[src/rtl/pre_pkg.sv]
// ----------------------------------------------------------------------------
// pre_pkg: shared types and constants for the page replacement engine
// frame record layout, outcome and policy codes, sequencer states
// ----------------------------------------------------------------------------
`default_nettype none
package pre_pkg;
  localparam int unsigned FRAMES     = 64;
  localparam int unsigned STAMP_BITS = 32;
  localparam int unsigned FIDX_W     = (FRAMES > 1) ? $clog2(FRAMES) : 1;
  localparam int unsigned FCNT_W     = $clog2(FRAMES + 1);
  localparam logic [STAMP_BITS-1:0] STAMP_MAX = '1;

  typedef enum logic [1:0] {
    POL_FIFO = 2'd0, POL_LRU = 2'd1, POL_CLOCK = 2'd2, POL_PLRU = 2'd3
  } policy_t;

  typedef enum logic [1:0] {
    OUT_HIT = 2'd0, OUT_LOAD = 2'd1, OUT_REPLACE = 2'd2, OUT_FAIL = 2'd3
  } outcome_t;

  localparam logic [1:0] REG_POLICY = 2'd0;
  localparam logic [1:0] REG_FRAMES = 2'd1;

  typedef struct packed {
    logic [7:0]            owner;
    logic [15:0]           page;
    logic [STAMP_BITS-1:0] stamp;
    logic                  refbit;
    logic                  touched;
  } frame_t;

  // memory access request from sequencer to frame store
  typedef struct packed {
    logic              rd_en;
    logic [FIDX_W-1:0] rd_addr;
    logic              wr_en;
    logic [FIDX_W-1:0] wr_addr;
    frame_t            wr_data;
  } mem_req_t;

  typedef enum logic [3:0] {
    ST_IDLE, ST_HIT_RD, ST_HIT_CHK, ST_DECIDE, ST_FIFO_CHK, ST_CLK_CHK,
    ST_LRU_CHK, ST_REPL_RD, ST_REPL_WR, ST_DONE
  } state_t;
endpackage
`default_nettype wire

[src/rtl/pre_frame_ram.sv]
// ----------------------------------------------------------------------------
// pre_frame_ram: frame record store
// one write port, one read port, registered read data
// ----------------------------------------------------------------------------
`default_nettype none
module pre_frame_ram
  import pre_pkg::*;
(
  input  wire logic     clk,
  input  wire mem_req_t req,
  output frame_t        rd_data
);
  frame_t mem [FRAMES];
  always_ff @(posedge clk) begin
    if (req.wr_en) begin
      mem[req.wr_addr] <= req.wr_data;
    end
    if (req.rd_en) begin
      // a write to the same entry in the same cycle is seen by the read
      if (req.wr_en && req.wr_addr == req.rd_addr) begin
        rd_data <= req.wr_data;
      end else begin
        rd_data <= mem[req.rd_addr];
      end
    end
  end
endmodule
`default_nettype wire

[src/rtl/pre_seq.sv]
// ----------------------------------------------------------------------------
// pre_seq: access sequencer
// hit scan, fill, and victim searches as read-modify-write sweeps of the store
// ----------------------------------------------------------------------------
`default_nettype none
module pre_seq
  import pre_pkg::*;
(
  input  wire logic              clk,
  input  wire logic              rst_n,
  input  wire policy_t           policy,
  input  wire logic [6:0]        frames_cfg,
  input  wire logic              in_valid,
  output logic                   in_ready,
  input  wire logic [7:0]        in_process_id,
  input  wire logic [15:0]       in_page_number,
  output logic                   out_valid,
  input  wire logic              out_ready,
  output logic [1:0]             out_outcome,
  output logic [5:0]             out_frame_index,
  output mem_req_t               req,
  input  wire frame_t            rd_data
);
  state_t state_r, state_nxt;
  logic [7:0]            pid_r;
  logic [15:0]           pg_r;
  logic [FCNT_W-1:0]     fill_r, fill_nxt;
  logic [FIDX_W-1:0]     fifo_r, fifo_nxt;
  logic [FIDX_W-1:0]     clk_r, clk_nxt;
  logic [STAMP_BITS-1:0] cnt_r, cnt_nxt;
  logic [FCNT_W-1:0]     m_r;
  logic [FCNT_W-1:0]     live_r;
  logic [FCNT_W-1:0]     i_r, i_nxt;   // sweep index
  logic [FCNT_W-1:0]     g_r, g_nxt;   // visits in fifo/clock sweep
  logic                  hit_r, hit_nxt;
  logic [FIDX_W-1:0]     idx_r, idx_nxt;
  // lru candidates: any-unpinned min, other-process min, any-unpinned max
  logic                  a_ok_r, a_ok_nxt, o_ok_r, o_ok_nxt, s_ok_r, s_ok_nxt;
  logic [FIDX_W-1:0]     a_idx_r, a_idx_nxt, o_idx_r, o_idx_nxt, s_idx_r, s_idx_nxt;
  logic [STAMP_BITS-1:0] a_st_r, a_st_nxt, o_st_r, o_st_nxt, s_st_r, s_st_nxt;
  logic                  pend_r, pend_nxt;  // a read is in flight for i_r-1
  logic [FIDX_W-1:0]     pa_r, pa_nxt;      // address of that read
  logic                  ovalid_r, ovalid_nxt;
  outcome_t              oout_r, oout_nxt;
  logic [FIDX_W-1:0]     oidx_r, oidx_nxt;
  logic [FCNT_W-1:0]     m_c;
  logic [STAMP_BITS-1:0] cnt_inc;
  logic [FIDX_W-1:0]     wrap_c;
  logic                  restamp_r, restamp_nxt;
  logic                  setref_r, setref_nxt;
  logic                  srch_done;
  state_t                srch_to;

  always_comb begin
    if (frames_cfg == 7'd0) begin
      m_c = FCNT_W'(1);
    end else if ({{(32-7){1'b0}}, frames_cfg} > 32'(FRAMES)) begin
      m_c = FCNT_W'(FRAMES);
    end else begin
      m_c = FCNT_W'(frames_cfg);
    end
  end

  assign cnt_inc = (cnt_r == STAMP_MAX) ? cnt_r : cnt_r + 1'b1;

  function automatic logic [FIDX_W-1:0] nxt_ptr(logic [FIDX_W-1:0] p,
                                                 logic [FCNT_W-1:0] m);
    logic [FCNT_W-1:0] q;
    q = FCNT_W'(p) + 1'b1;
    return (q >= m) ? '0 : q[FIDX_W-1:0];
  endfunction

  assign wrap_c = '0;

  // next state
  always_comb begin
    state_nxt = state_r;
    unique case (state_r)
      ST_IDLE:    if (in_valid && !ovalid_r) state_nxt = ST_HIT_RD;
      ST_HIT_RD:  state_nxt = ST_HIT_CHK;
      ST_HIT_CHK: if (!pend_r && i_r >= live_r) state_nxt = ST_DECIDE;
      ST_DECIDE: begin
        priority if (hit_r || fill_r < m_r) state_nxt = ST_DONE;
        else if (policy == POL_FIFO)       state_nxt = ST_FIFO_CHK;
        else if (policy == POL_CLOCK)      state_nxt = ST_CLK_CHK;
        else                               state_nxt = ST_LRU_CHK;
      end
      // search states leave through the datapath block's decision
      ST_FIFO_CHK, ST_CLK_CHK, ST_LRU_CHK: if (srch_done) state_nxt = srch_to;
      ST_REPL_RD: state_nxt = ST_REPL_WR;
      ST_REPL_WR: state_nxt = ST_DONE;
      ST_DONE:    state_nxt = ST_IDLE;
      default:    state_nxt = ST_IDLE;
    endcase
  end

  // datapath and memory control
  always_comb begin
    fill_nxt = fill_r; fifo_nxt = fifo_r; clk_nxt = clk_r; cnt_nxt = cnt_r;
    i_nxt = i_r; g_nxt = g_r; hit_nxt = hit_r; idx_nxt = idx_r;
    a_ok_nxt = a_ok_r; a_idx_nxt = a_idx_r; a_st_nxt = a_st_r;
    o_ok_nxt = o_ok_r; o_idx_nxt = o_idx_r; o_st_nxt = o_st_r;
    s_ok_nxt = s_ok_r; s_idx_nxt = s_idx_r; s_st_nxt = s_st_r;
    pend_nxt = 1'b0; pa_nxt = pa_r;
    ovalid_nxt = ovalid_r; oout_nxt = oout_r; oidx_nxt = oidx_r;
    restamp_nxt = restamp_r; setref_nxt = setref_r;
    srch_done = 1'b0; srch_to = ST_DONE;
    req = '0;
    req.wr_data = rd_data;
    if (ovalid_r && out_ready) ovalid_nxt = 1'b0;
    unique case (state_r)
      ST_IDLE: begin
        i_nxt = '0; hit_nxt = 1'b0; idx_nxt = '0;
      end
      ST_HIT_RD, ST_HIT_CHK: begin
        // pipelined scan: read i, check the frame read last cycle
        if (pend_r) begin
          if (rd_data.owner == pid_r && rd_data.page == pg_r) begin
            req.wr_en   = 1'b1;
            req.wr_addr = pa_r;
            req.wr_data.stamp   = cnt_r;
            req.wr_data.refbit  = 1'b1;
            req.wr_data.touched = 1'b1;
            cnt_nxt = cnt_inc;
            if (!hit_r) idx_nxt = pa_r;
            hit_nxt = 1'b1;
          end
        end
        if (i_r < live_r) begin
          req.rd_en   = 1'b1;
          req.rd_addr = i_r[FIDX_W-1:0];
          pend_nxt = 1'b1;
          pa_nxt   = i_r[FIDX_W-1:0];
          i_nxt    = i_r + 1'b1;
        end
      end
      ST_DECIDE: begin
        g_nxt = '0; i_nxt = '0;
        a_ok_nxt = 1'b0; o_ok_nxt = 1'b0; s_ok_nxt = 1'b0;
        if (hit_r) begin
          oout_nxt = OUT_HIT; oidx_nxt = idx_r;
        end else if (fill_r < m_r) begin
          req.wr_en = 1'b1;
          req.wr_addr = fill_r[FIDX_W-1:0];
          req.wr_data.owner = pid_r; req.wr_data.page = pg_r;
          req.wr_data.stamp = cnt_r; req.wr_data.refbit = 1'b1;
          req.wr_data.touched = 1'b0;
          cnt_nxt = cnt_inc;
          fill_nxt = fill_r + 1'b1;
          oout_nxt = OUT_LOAD; oidx_nxt = fill_r[FIDX_W-1:0];
        end else begin
          if (FCNT_W'(fifo_r) >= m_r) fifo_nxt = '0;
          if (FCNT_W'(clk_r) >= m_r)  clk_nxt = '0;
          req.rd_en = 1'b1;
          if (policy == POL_FIFO) begin
            req.rd_addr = (FCNT_W'(fifo_r) >= m_r) ? wrap_c : fifo_r;
          end else if (policy == POL_CLOCK) begin
            req.rd_addr = (FCNT_W'(clk_r) >= m_r) ? wrap_c : clk_r;
          end else begin
            req.rd_addr = '0;
            i_nxt = FCNT_W'(1);
          end
          pa_nxt = req.rd_addr;
        end
      end
      ST_FIFO_CHK: begin
        // rd_data is frame at fifo_r
        if (rd_data.touched) begin
          idx_nxt = fifo_r; fifo_nxt = nxt_ptr(fifo_r, m_r);
          restamp_nxt = 1'b0; setref_nxt = 1'b0;
          srch_done = 1'b1; srch_to = ST_REPL_WR;
        end else if (g_r + 1'b1 == m_r) begin
          fifo_nxt = nxt_ptr(fifo_r, m_r);
          oout_nxt = OUT_FAIL; oidx_nxt = '0;
          srch_done = 1'b1; srch_to = ST_DONE;
        end else begin
          fifo_nxt = nxt_ptr(fifo_r, m_r);
          g_nxt = g_r + 1'b1;
          req.rd_en = 1'b1; req.rd_addr = nxt_ptr(fifo_r, m_r);
        end
        // failed sweep leaves pointer where it began: m steps wrap fully
      end
      ST_CLK_CHK: begin
        if (!rd_data.refbit && rd_data.touched) begin
          idx_nxt = clk_r; clk_nxt = nxt_ptr(clk_r, m_r);
          restamp_nxt = 1'b0; setref_nxt = 1'b1;
          srch_done = 1'b1; srch_to = ST_REPL_WR;
        end else begin
          // clear the reference bit in place
          req.wr_en = 1'b1; req.wr_addr = clk_r;
          req.wr_data.refbit = 1'b0;
          if (!rd_data.touched) s_st_nxt = s_st_r + 1'b1;
          g_nxt = g_r + 1'b1;
          if (g_r + 1'b1 == m_r && s_st_r + 1'b1 == STAMP_BITS'(g_r + 1'b1) &&
              !rd_data.touched) begin
            oout_nxt = OUT_FAIL; oidx_nxt = '0;
            srch_done = 1'b1; srch_to = ST_DONE;
          end else begin
            clk_nxt = nxt_ptr(clk_r, m_r);
            req.rd_en = 1'b1; req.rd_addr = nxt_ptr(clk_r, m_r);
          end
        end
      end
      ST_LRU_CHK: begin
        // rd_data is frame pa_r
        if (rd_data.touched) begin
          if (!a_ok_r || rd_data.stamp < a_st_r) begin
            a_ok_nxt = 1'b1; a_idx_nxt = pa_r; a_st_nxt = rd_data.stamp;
          end
          if (rd_data.owner != pid_r) begin
            if (!o_ok_r || rd_data.stamp < o_st_r) begin
              o_ok_nxt = 1'b1; o_idx_nxt = pa_r; o_st_nxt = rd_data.stamp;
            end
          end
          if (!s_ok_r || rd_data.stamp > s_st_r) begin
            s_ok_nxt = 1'b1; s_idx_nxt = pa_r; s_st_nxt = rd_data.stamp;
          end
        end
        if (i_r < m_r) begin
          req.rd_en = 1'b1; req.rd_addr = i_r[FIDX_W-1:0];
          pa_nxt = i_r[FIDX_W-1:0]; i_nxt = i_r + 1'b1;
        end else begin
          srch_done = 1'b1;
          restamp_nxt = 1'b1; setref_nxt = 1'b0;
          if (!a_ok_nxt) begin
            oout_nxt = OUT_FAIL; oidx_nxt = '0; srch_to = ST_DONE;
          end else begin
            srch_to = ST_REPL_RD;
            if (policy == POL_PLRU) idx_nxt = o_ok_nxt ? o_idx_nxt : s_idx_nxt;
            else                    idx_nxt = a_idx_nxt;
          end
        end
      end
      ST_REPL_RD: begin
        req.rd_en = 1'b1; req.rd_addr = idx_r;
      end
      ST_REPL_WR: begin
        req.wr_en = 1'b1; req.wr_addr = idx_r;
        req.wr_data.owner = pid_r; req.wr_data.page = pg_r;
        req.wr_data.touched = 1'b0;
        if (setref_r) req.wr_data.refbit = 1'b1;
        if (restamp_r) begin
          req.wr_data.stamp = cnt_r; cnt_nxt = cnt_inc;
        end
        oout_nxt = OUT_REPLACE; oidx_nxt = idx_r;
      end
      ST_DONE: ovalid_nxt = 1'b1;
      default: ;
    endcase
    if (state_r == ST_DECIDE) s_st_nxt = '0;
  end

  assign in_ready        = (state_r == ST_IDLE) && !ovalid_r;
  assign out_valid       = ovalid_r;
  assign out_outcome     = oout_r;
  assign out_frame_index = 6'(oidx_r);

  always_ff @(posedge clk) begin
    if (!rst_n) begin
      state_r <= ST_IDLE; fill_r <= '0; fifo_r <= '0; clk_r <= '0; cnt_r <= '0;
      ovalid_r <= 1'b0; pend_r <= 1'b0;
    end else begin
      state_r <= state_nxt; fill_r <= fill_nxt; fifo_r <= fifo_nxt;
      clk_r <= clk_nxt; cnt_r <= cnt_nxt; ovalid_r <= ovalid_nxt; pend_r <= pend_nxt;
    end
  end

  always_ff @(posedge clk) begin
    if (in_valid && in_ready) begin
      pid_r <= in_process_id; pg_r <= in_page_number;
      m_r <= m_c;
      live_r <= (fill_r < m_c) ? fill_r : m_c;
    end
    i_r <= i_nxt; g_r <= g_nxt; hit_r <= hit_nxt; idx_r <= idx_nxt; pa_r <= pa_nxt;
    a_ok_r <= a_ok_nxt; a_idx_r <= a_idx_nxt; a_st_r <= a_st_nxt;
    o_ok_r <= o_ok_nxt; o_idx_r <= o_idx_nxt; o_st_r <= o_st_nxt;
    s_ok_r <= s_ok_nxt; s_idx_r <= s_idx_nxt; s_st_r <= s_st_nxt;
    oout_r <= oout_nxt; oidx_r <= oidx_nxt;
    restamp_r <= restamp_nxt; setref_r <= setref_nxt;
  end
endmodule
`default_nettype wire

[src/rtl/page_replacement_engine_unit.sv]
// ----------------------------------------------------------------------------
// page_replacement_engine_unit: page replacement engine
// frame lookup, fill and victim replacement over a frame record memory
// ----------------------------------------------------------------------------
//  channel | direction | beat
//  in_     | input     | process id, page number
//  out_    | output    | outcome, frame index
//  cfg_    | apb       | policy (0x0), frames in use (0x4)
//
// a hit or a fill scans the L resident frames before out_valid; a replacement
// adds a victim search over the M managed frames (fifo, lru, second chance);
// one memory read per cycle sets the pace; rst_n is synchronous and clears
// the state, counters, pointers and config registers only, frame records need
// no clearing; a stalled result holds the engine idle until taken
`default_nettype none
module page_replacement_engine_unit
  import pre_pkg::*;
(
  input  wire logic        clk,
  input  wire logic        rst_n,
  input  wire logic        in_valid,
  output logic             in_ready,
  input  wire logic [7:0]  in_process_id,
  input  wire logic [15:0] in_page_number,
  output logic             out_valid,
  input  wire logic        out_ready,
  output logic [1:0]       out_outcome,
  output logic [5:0]       out_frame_index,
  input  wire logic        cfg_psel,
  input  wire logic        cfg_penable,
  input  wire logic        cfg_pwrite,
  input  wire logic [2:0]  cfg_paddr,
  input  wire logic [31:0] cfg_pwdata,
  output logic [31:0]      cfg_prdata,
  output logic             cfg_pready
);
  policy_t    policy_r;
  logic [6:0] frames_r;
  mem_req_t   req;
  frame_t     rd_data;
  logic       wr_c;
  logic [1:0] ridx_c;

  assign cfg_pready = 1'b1;
  assign wr_c = cfg_psel && cfg_penable && cfg_pwrite;
  // registers sit on word addresses
  assign ridx_c = {1'b0, cfg_paddr[2]};

  always_ff @(posedge clk) begin
    if (!rst_n) begin
      policy_r <= POL_FIFO;
      frames_r <= 7'd64;
    end else if (wr_c) begin
      if (ridx_c == REG_POLICY) policy_r <= policy_t'(cfg_pwdata[1:0]);
      if (ridx_c == REG_FRAMES) frames_r <= cfg_pwdata[6:0];
    end
  end

  always_comb begin
    cfg_prdata = '0;
    if (ridx_c == REG_POLICY) cfg_prdata = {30'd0, policy_r};
    else if (ridx_c == REG_FRAMES) cfg_prdata = {25'd0, frames_r};
  end

  pre_seq u_seq (
    .clk, .rst_n, .policy(policy_r), .frames_cfg(frames_r),
    .in_valid, .in_ready, .in_process_id, .in_page_number,
    .out_valid, .out_ready, .out_outcome, .out_frame_index,
    .req, .rd_data
  );

  pre_frame_ram u_ram (.clk, .req, .rd_data);
endmodule
`default_nettype wire

[config.mk]
export PLATFORM = sky130hd
export DESIGN_NAME = page_replacement_engine_unit
export DESIGN_NICKNAME = d
export VERILOG_FILES = /design/src/rtl/pre_pkg.sv /design/src/rtl/pre_frame_ram.sv /design/src/rtl/pre_seq.sv /design/src/rtl/page_replacement_engine_unit.sv
export SDC_FILE = /design/constraint.sdc
export NUM_CORES = 2
export LEC_CHECK = 0
export BUFFER_PORTS_ARGS = -buffer_cell sky130_fd_sc_hd__buf_4
export CAP_MARGIN = 20
export CORE_ASPECT_RATIO = 0.7
export CORE_UTILIZATION = 40
export DETAILED_ROUTE_END_ITERATION = 8
export HOLD_SLACK_MARGIN = 0.15
export PLACE_DENSITY_LB_ADDON = 0.12
export SLEW_MARGIN = 20
export SYNTH_ARGS = -nofsm -noshare
export SYNTH_HDL_FRONTEND = slang
export SYNTH_HIERARCHICAL = 1
export SYNTH_SLANG_ARGS = --single-unit
[constraint.sdc]
create_clock -name clk -period 18.35 [get_ports clk]
set_input_delay 5.505 -clock clk [delete_from_list [all_inputs] [get_ports clk]]
set_output_delay 5.505 -clock clk [all_outputs]
set_load 0.02 [all_outputs]
Word-level counts from Yosys, hierarchy flattened

Memory sizes are Yosys's and may differ from the RTL's. A register that Yosys moved wholly into a read port is not among the register bits.
Cells that the tools add are included.

Register bits after elaboration: 258
Bits in latches: 0
RAM bits: 3712
ROM bits: 0
Input port bits: 66
Output and inout bits: 43
Word-level logic and storage cells: 307
Memories kept: 1

$add $sub $neg: 8
Multipliers: 0
Divide/modulo/power cells: 0
$lt $le $gt $ge: 13
Equal/unequal tests: 44
Shift-type cells: 0
Multiplexer cells: 149
Bitwise operators: 1
Reductions and logical operators: 60

Memory list:

| memory    | depth | bits a word | read ports | clocked after Yosys merged registers in | wr ports | line                | text |
|---|---|---|---|---|---|---|---|
| u_ram.mem | 64    | 58          | 1          | 1                                       | 1        | pre_frame_ram.sv:13 | `frame_t mem [FRAMES];` |

Operators with widths:

| kind                                                  | count |
|---|---|
| 2-to-1 mux 32 bit                                     | 11 |
| 2-to-1 mux 6 bit                                      | 40 |
| one-hot mux 32 bit (3 select lines)                   | 2 |
| 2-to-1 mux 7 bit                                      | 21 |
| 2-to-1 mux 72 bit                                     | 1 |
| 2-to-1 mux 34 bit                                     | 2 |
| 2-to-1 mux 65 bit                                     | 1 |
| adder 32 x 1 -> 32 bit, second input constant         | 2 |
| < comparator 32 bit                                   | 2 |
| one-hot mux 32 bit (2 select lines)                   | 1 |
| one-hot mux 6 bit (5 select lines)                    | 2 |
| one-hot mux 7 bit (4 select lines)                    | 2 |
| one-hot mux 24 bit (2 select lines)                   | 1 |
| one-hot mux 7 bit (6 select lines)                    | 1 |
| == test 32 bit                                        | 1 |
| == test 32 bit, second input constant                 | 1 |
| > comparator 32 bit                                   | 1 |
| inequality test 2 x 1 -> 1 bit, second input constant | 16 |
| 2-to-1 mux 1 bit                                      | 31 |
| < comparator 7 bit                                    | 4 |
| 2-to-1 mux 4 bit                                      | 7 |
| one-hot mux 4 bit (7 select lines)                    | 1 |
| one-hot mux 6 bit (2 select lines)                    | 2 |
| adder 7 x 1 -> 7 bit, second input constant           | 3 |
| 45 further kinds                                      | 119 |

Logic depth before layout (Yosys ltp)

Depth after elaboration: 11
Mapped depth: 23
Gate-level depth less buffers: 18

Cells and area by module

The synthesis kept the hierarchy.

Modules (own cells, without submodules):

| module                       | times used | cells an instance | area an instance (µm²) | sequential area each (µm²) |
|---|---|---|---|---|
| pre_frame_ram                | 1          | 7275              | 144816.4               | 113208.6 |
| pre_seq                      | 1          | 1745              | 16600.9                | 6586.3 |
| page_replacement_engine_unit | 1          | 73                | 631.9                  | 180.2 |

Least setup slack after synthesis

Ideal clock, no wire load.

Kind: input to output
Start: in cfg_paddr[2]
End: out cfg_prdata[0]
Arrival time: 5.870 ns
Data required time: 12.845 ns
Slack: 6.975 ns
Stages on the path: 1
Path buffers: 0
Path through: mux2_2

Word-level cells in the longest chain between the ends: 2
Elaborated cells on any way between the ends: 3
Classes of those cells: mux (2); reduce/logical (1)

Ends and longest elaborated chain:

| item                                                         | line                                                                   | text |
|---|---|---|
| from (decl)                                                  | page_replacement_engine_unit.sv:32                                     | `input wire logic [2:0] cfg_paddr,` |
| 2-to-1 mux 7 bit / logical NOT 2 bit (equally long branches) | page_replacement_engine_unit.sv:62, page_replacement_engine_unit.sv:61 |  |
| 2-to-1 mux 7 bit *                                           | page_replacement_engine_unit.sv:61                                     | `if (ridx_c == REG_POLICY) cfg_prdata = {30'd0, policy_r};` |
| to (decl)                                                    | page_replacement_engine_unit.sv:34                                     | `output logic [31:0] cfg_prdata,` |

Mark *: on every way between the ends. The rest lies on a longest branch, timed or not.

Final worst setup path

Same ends and word-level chain as after synthesis.

==> metrics <==
status completed; WS Path Type in -> out; HPWL Detailed 284.9 mm; Final min period 11630 ps; Worst-Margin Slew 1230 ps; Worst EP required 12840 ps; area grow syn2layout 12.44%; largest net degree at the start of global routing 139; Remaining DRCs 0; Resized cells post-CTS 0; crit start category primary input; via count 90860; share of flip-flops with an asynchronous set or reset 0%; port buffer count 55; sum of negative setup slack 0 ps; CP peak stage delay 340 ps; initial DRC count 11930; Storage cell area 120000 um^2; Filler cells 34600; Main synth FF type edfxtp_1; total track usage 24.83%; Netlist cell types 86; Num CTS Buffers 394; CTS root buffer clkbuf_16; Post-CTS Setup Bufs 0; Syn. warnings 6; Routed WL 518.5 mm; Sw Ratio 33.89%; Die H 534.5 um; first-pass GRT wire length 711.6 mm; CTS Hold Bufs 0; Gate power share 28.9%; Final setup viols 0; pins over their slew limit 0; CTS tree yes; worst vdd ir 203.8 uV; crit end category output port; Longest Clk Path Bufs 4; NumNets Final 9528; Net Sw Power 9.951 mW; Int Power 19.42 mW; CP bufs+invs 2; Final Core Density 45.21%; routability cong. 0.8437; Max Cap Viol 0; EDFF count, synth 3930; clk_lat worst skew 970 ps; clock sinks 4028; final antenna-violating net count 0; die area 407700 um^2; commonest non-fill, non-tap cell in the layout edfxtp_1; WP data arrival 6120 ps; die width 762.8 um; LEAKAGE 55.73 nW; flops & latches, synth 4028; # rows 195; register area share after synthesis 74.04%; fin crit share 63.35%; Initial Util 40.20%; initial antenna violation count 29; Max FO, Critical Path 9; crit-path cells buf_4 -> mux2_2 -> buf_4; H-Tree Depth 5; Worst path slowest cell mux2_2; vias in the first global route 87590; Synth Cell Area 162000 um^2; Setup Skew 65.54 ps; Detailed Routing Iterations Pass 1 6; Avg Inst Size Synth 17.82 um^2; Gate Count Post-Synth 9093; power share of the clock group 27.2%; fmax 0.08602 GHz; io pins 109; RSZ-0062 raised after global routing no; worst rel slew slack 18.00%; most frequent CP cell buf_4; layout cells sized above 1 15.06%; Final Hold Fails 0; commonest non-fill, non-tap cells in the layout edfxtp_1, mux2i_1, a22oi_1; total grt overflow 0; multi-input logic area 39630 um^2; Core ar. 403100 um^2; Worst path top cell family by delay multiplexers; post-DR wirelength/cell 34.47 um; Reg clk slew, reported paths 60 ps; worst min path class reg -> reg; vias per inst 6.041; Flop pwr share 43.9%; power per cell area 161.2 nW/um^2
==> metrics by stage <==
step | setup WS [ps] | instances | instance area (um^2) | power, mW | hold WS [ps]
2_1_floorplan | 6975 | 9117 | 162100 | 17.98 | 444.0
3_3_place_gp | 6728 | 14330 | 169500 | 21.28 | 488.8
3_5_place_dp | 6730 | 14330 | 169600 | 21.50 | 492.9
4_1_cts | 6728 | 15030 | 182000 | 29.45 | 507.1
5_1_grt | 6704 | 15040 | 182200 | 30.41 | 533.5
6_report | 6725 | 15040 | 182200 | 29.37 | 522.5
==> worst reg2reg max path: cells and delay by family (launching register included) <==
| family | cells | cell delay (ps) |
|---|---|---|
| buffers and inverters | 4 | 2950 |
| AND/OR/NAND/NOR | 10 | 3280 |
| AO/OA/AOI/OAI | 4 | 1690 |
| flip-flops | 1 | 500 |
| multiplexers | 1 | 380 |
| adder cells (fa/ha/maj) | 1 | 310 |
==> registers in the layout, summed over array words and instances (netlist names), 8 cells and up <==
name / cells
u_ram/mem: 3712
u_ram/rd_data: 58
u_seq/a_st_r: 32
u_seq/cnt_r: 32
u_seq/o_st_r: 32
u_seq/s_st_r: 32
u_seq/pg_r: 16
u_seq/pid_r: 8
==> per-layer routing <==
layer | vias up | part of all wire, % | track usage (%)
li1 | 37190 | - | -
met5 | - | 0.010 | 0
met3 | 640 | 8.5 | 3.903
met2 | 4104 | 43 | 36.48
met4 | 8 | 2.1 | 4.990
met1 | 48920 | 46 | 39.09
==> cell usage after synthesis, types with 14 or more instances <==
cell      count  area [um^2]
a211oi_1     15        112.6
a21o_1       48        360.4
a21oi_1     215         1076
a221oi_1    115         1007
a22o_1       14        122.6
a22oi_1     466         3498
a32oi_1     113        989.7
and3_1       24        150.1
buf_1        20        75.07
buf_2       263         1316
buf_4        54        405.4
buf_6        22        247.7
clkbuf_1    187        701.9
dfxtp_1      98         1962
edfxtp_1   3930       118000
ha_1        152         1902
inv_1       148        555.5
mux2_2       84        945.9
mux2i_1    1227        12280
mux4_2      359         8085
nand2_1     352         1321
nand2b_1     36        225.2
nand3_1     178        890.9
nand4_1     111        694.4
nor2_1      264        991.0
nor2b_1      21        131.4
nor3_1       51        255.2
nor4_1       27        168.9
o21a_1       14        105.1
o21ai_0     173        865.8
or3_1        20        125.1
xnor2_1      42        367.9
xor2_1       47        411.6
==> cell families (layout without fill, tap and decap cells) <==
family | after synthesis | in the layout | share of synthesized area [%]
DFF | 4028 | 4028 | 74.04
xor gates and xnor gates | 90 | 90 | 0.4949
muxes | 1670 | 1670 | 13.15
AOI/OAI and AO/OA | 1305 | 1305 | 5.709
buffers and inverters | 698 | 1200 | 2.054
and+or+nand+nor | 1147 | 1147 | 3.370
other | 2 | 31 | 0.004634
adders and majority gates | 153 | 153 | 1.180
==> power by group through the flow <==
stage                     combinational, mW  sequential [mW]  clock (mW)
final                                  8.49             12.9        7.99
after global routing                   9.04             12.9        8.46
after CTS                              8.40             12.9        8.12
after detailed placement               8.39             13.1           0
after global placement                 8.17             13.1           0
after floorplan                        5.03             12.9           0
==> path summary, 6_finish.rpt <==
check                                      from                 to  slack (ps)  cells past startpoint
worst max-delay path               cfg_paddr[2]      cfg_prdata[0]        6720                      3
worst min-delay path            u_seq/cnt_r[31]    u_seq/cnt_r[31]         520                      2
worst max register to register  u_seq/s_st_r[0]  u_ram/rd_data[16]        8960                     20
worst min register to register  u_seq/cnt_r[31]    u_seq/cnt_r[31]         520                      2
==> area by class of cell <==
type | instances | share of cell area, %
Sequential cell | 4028 | 65.84
Multi-Input combinational cell | 4391 | 21.75
Clock buffer | 469 | 5.664
Tap cell | 5417 | 3.720
Timing Repair Buffer | 344 | 1.563
Clock inverter | 236 | 1.141
Inverter | 151 | 0.3138
Antenna cell | 5 | 0.006867
Power figures use the tool's default switching activity.
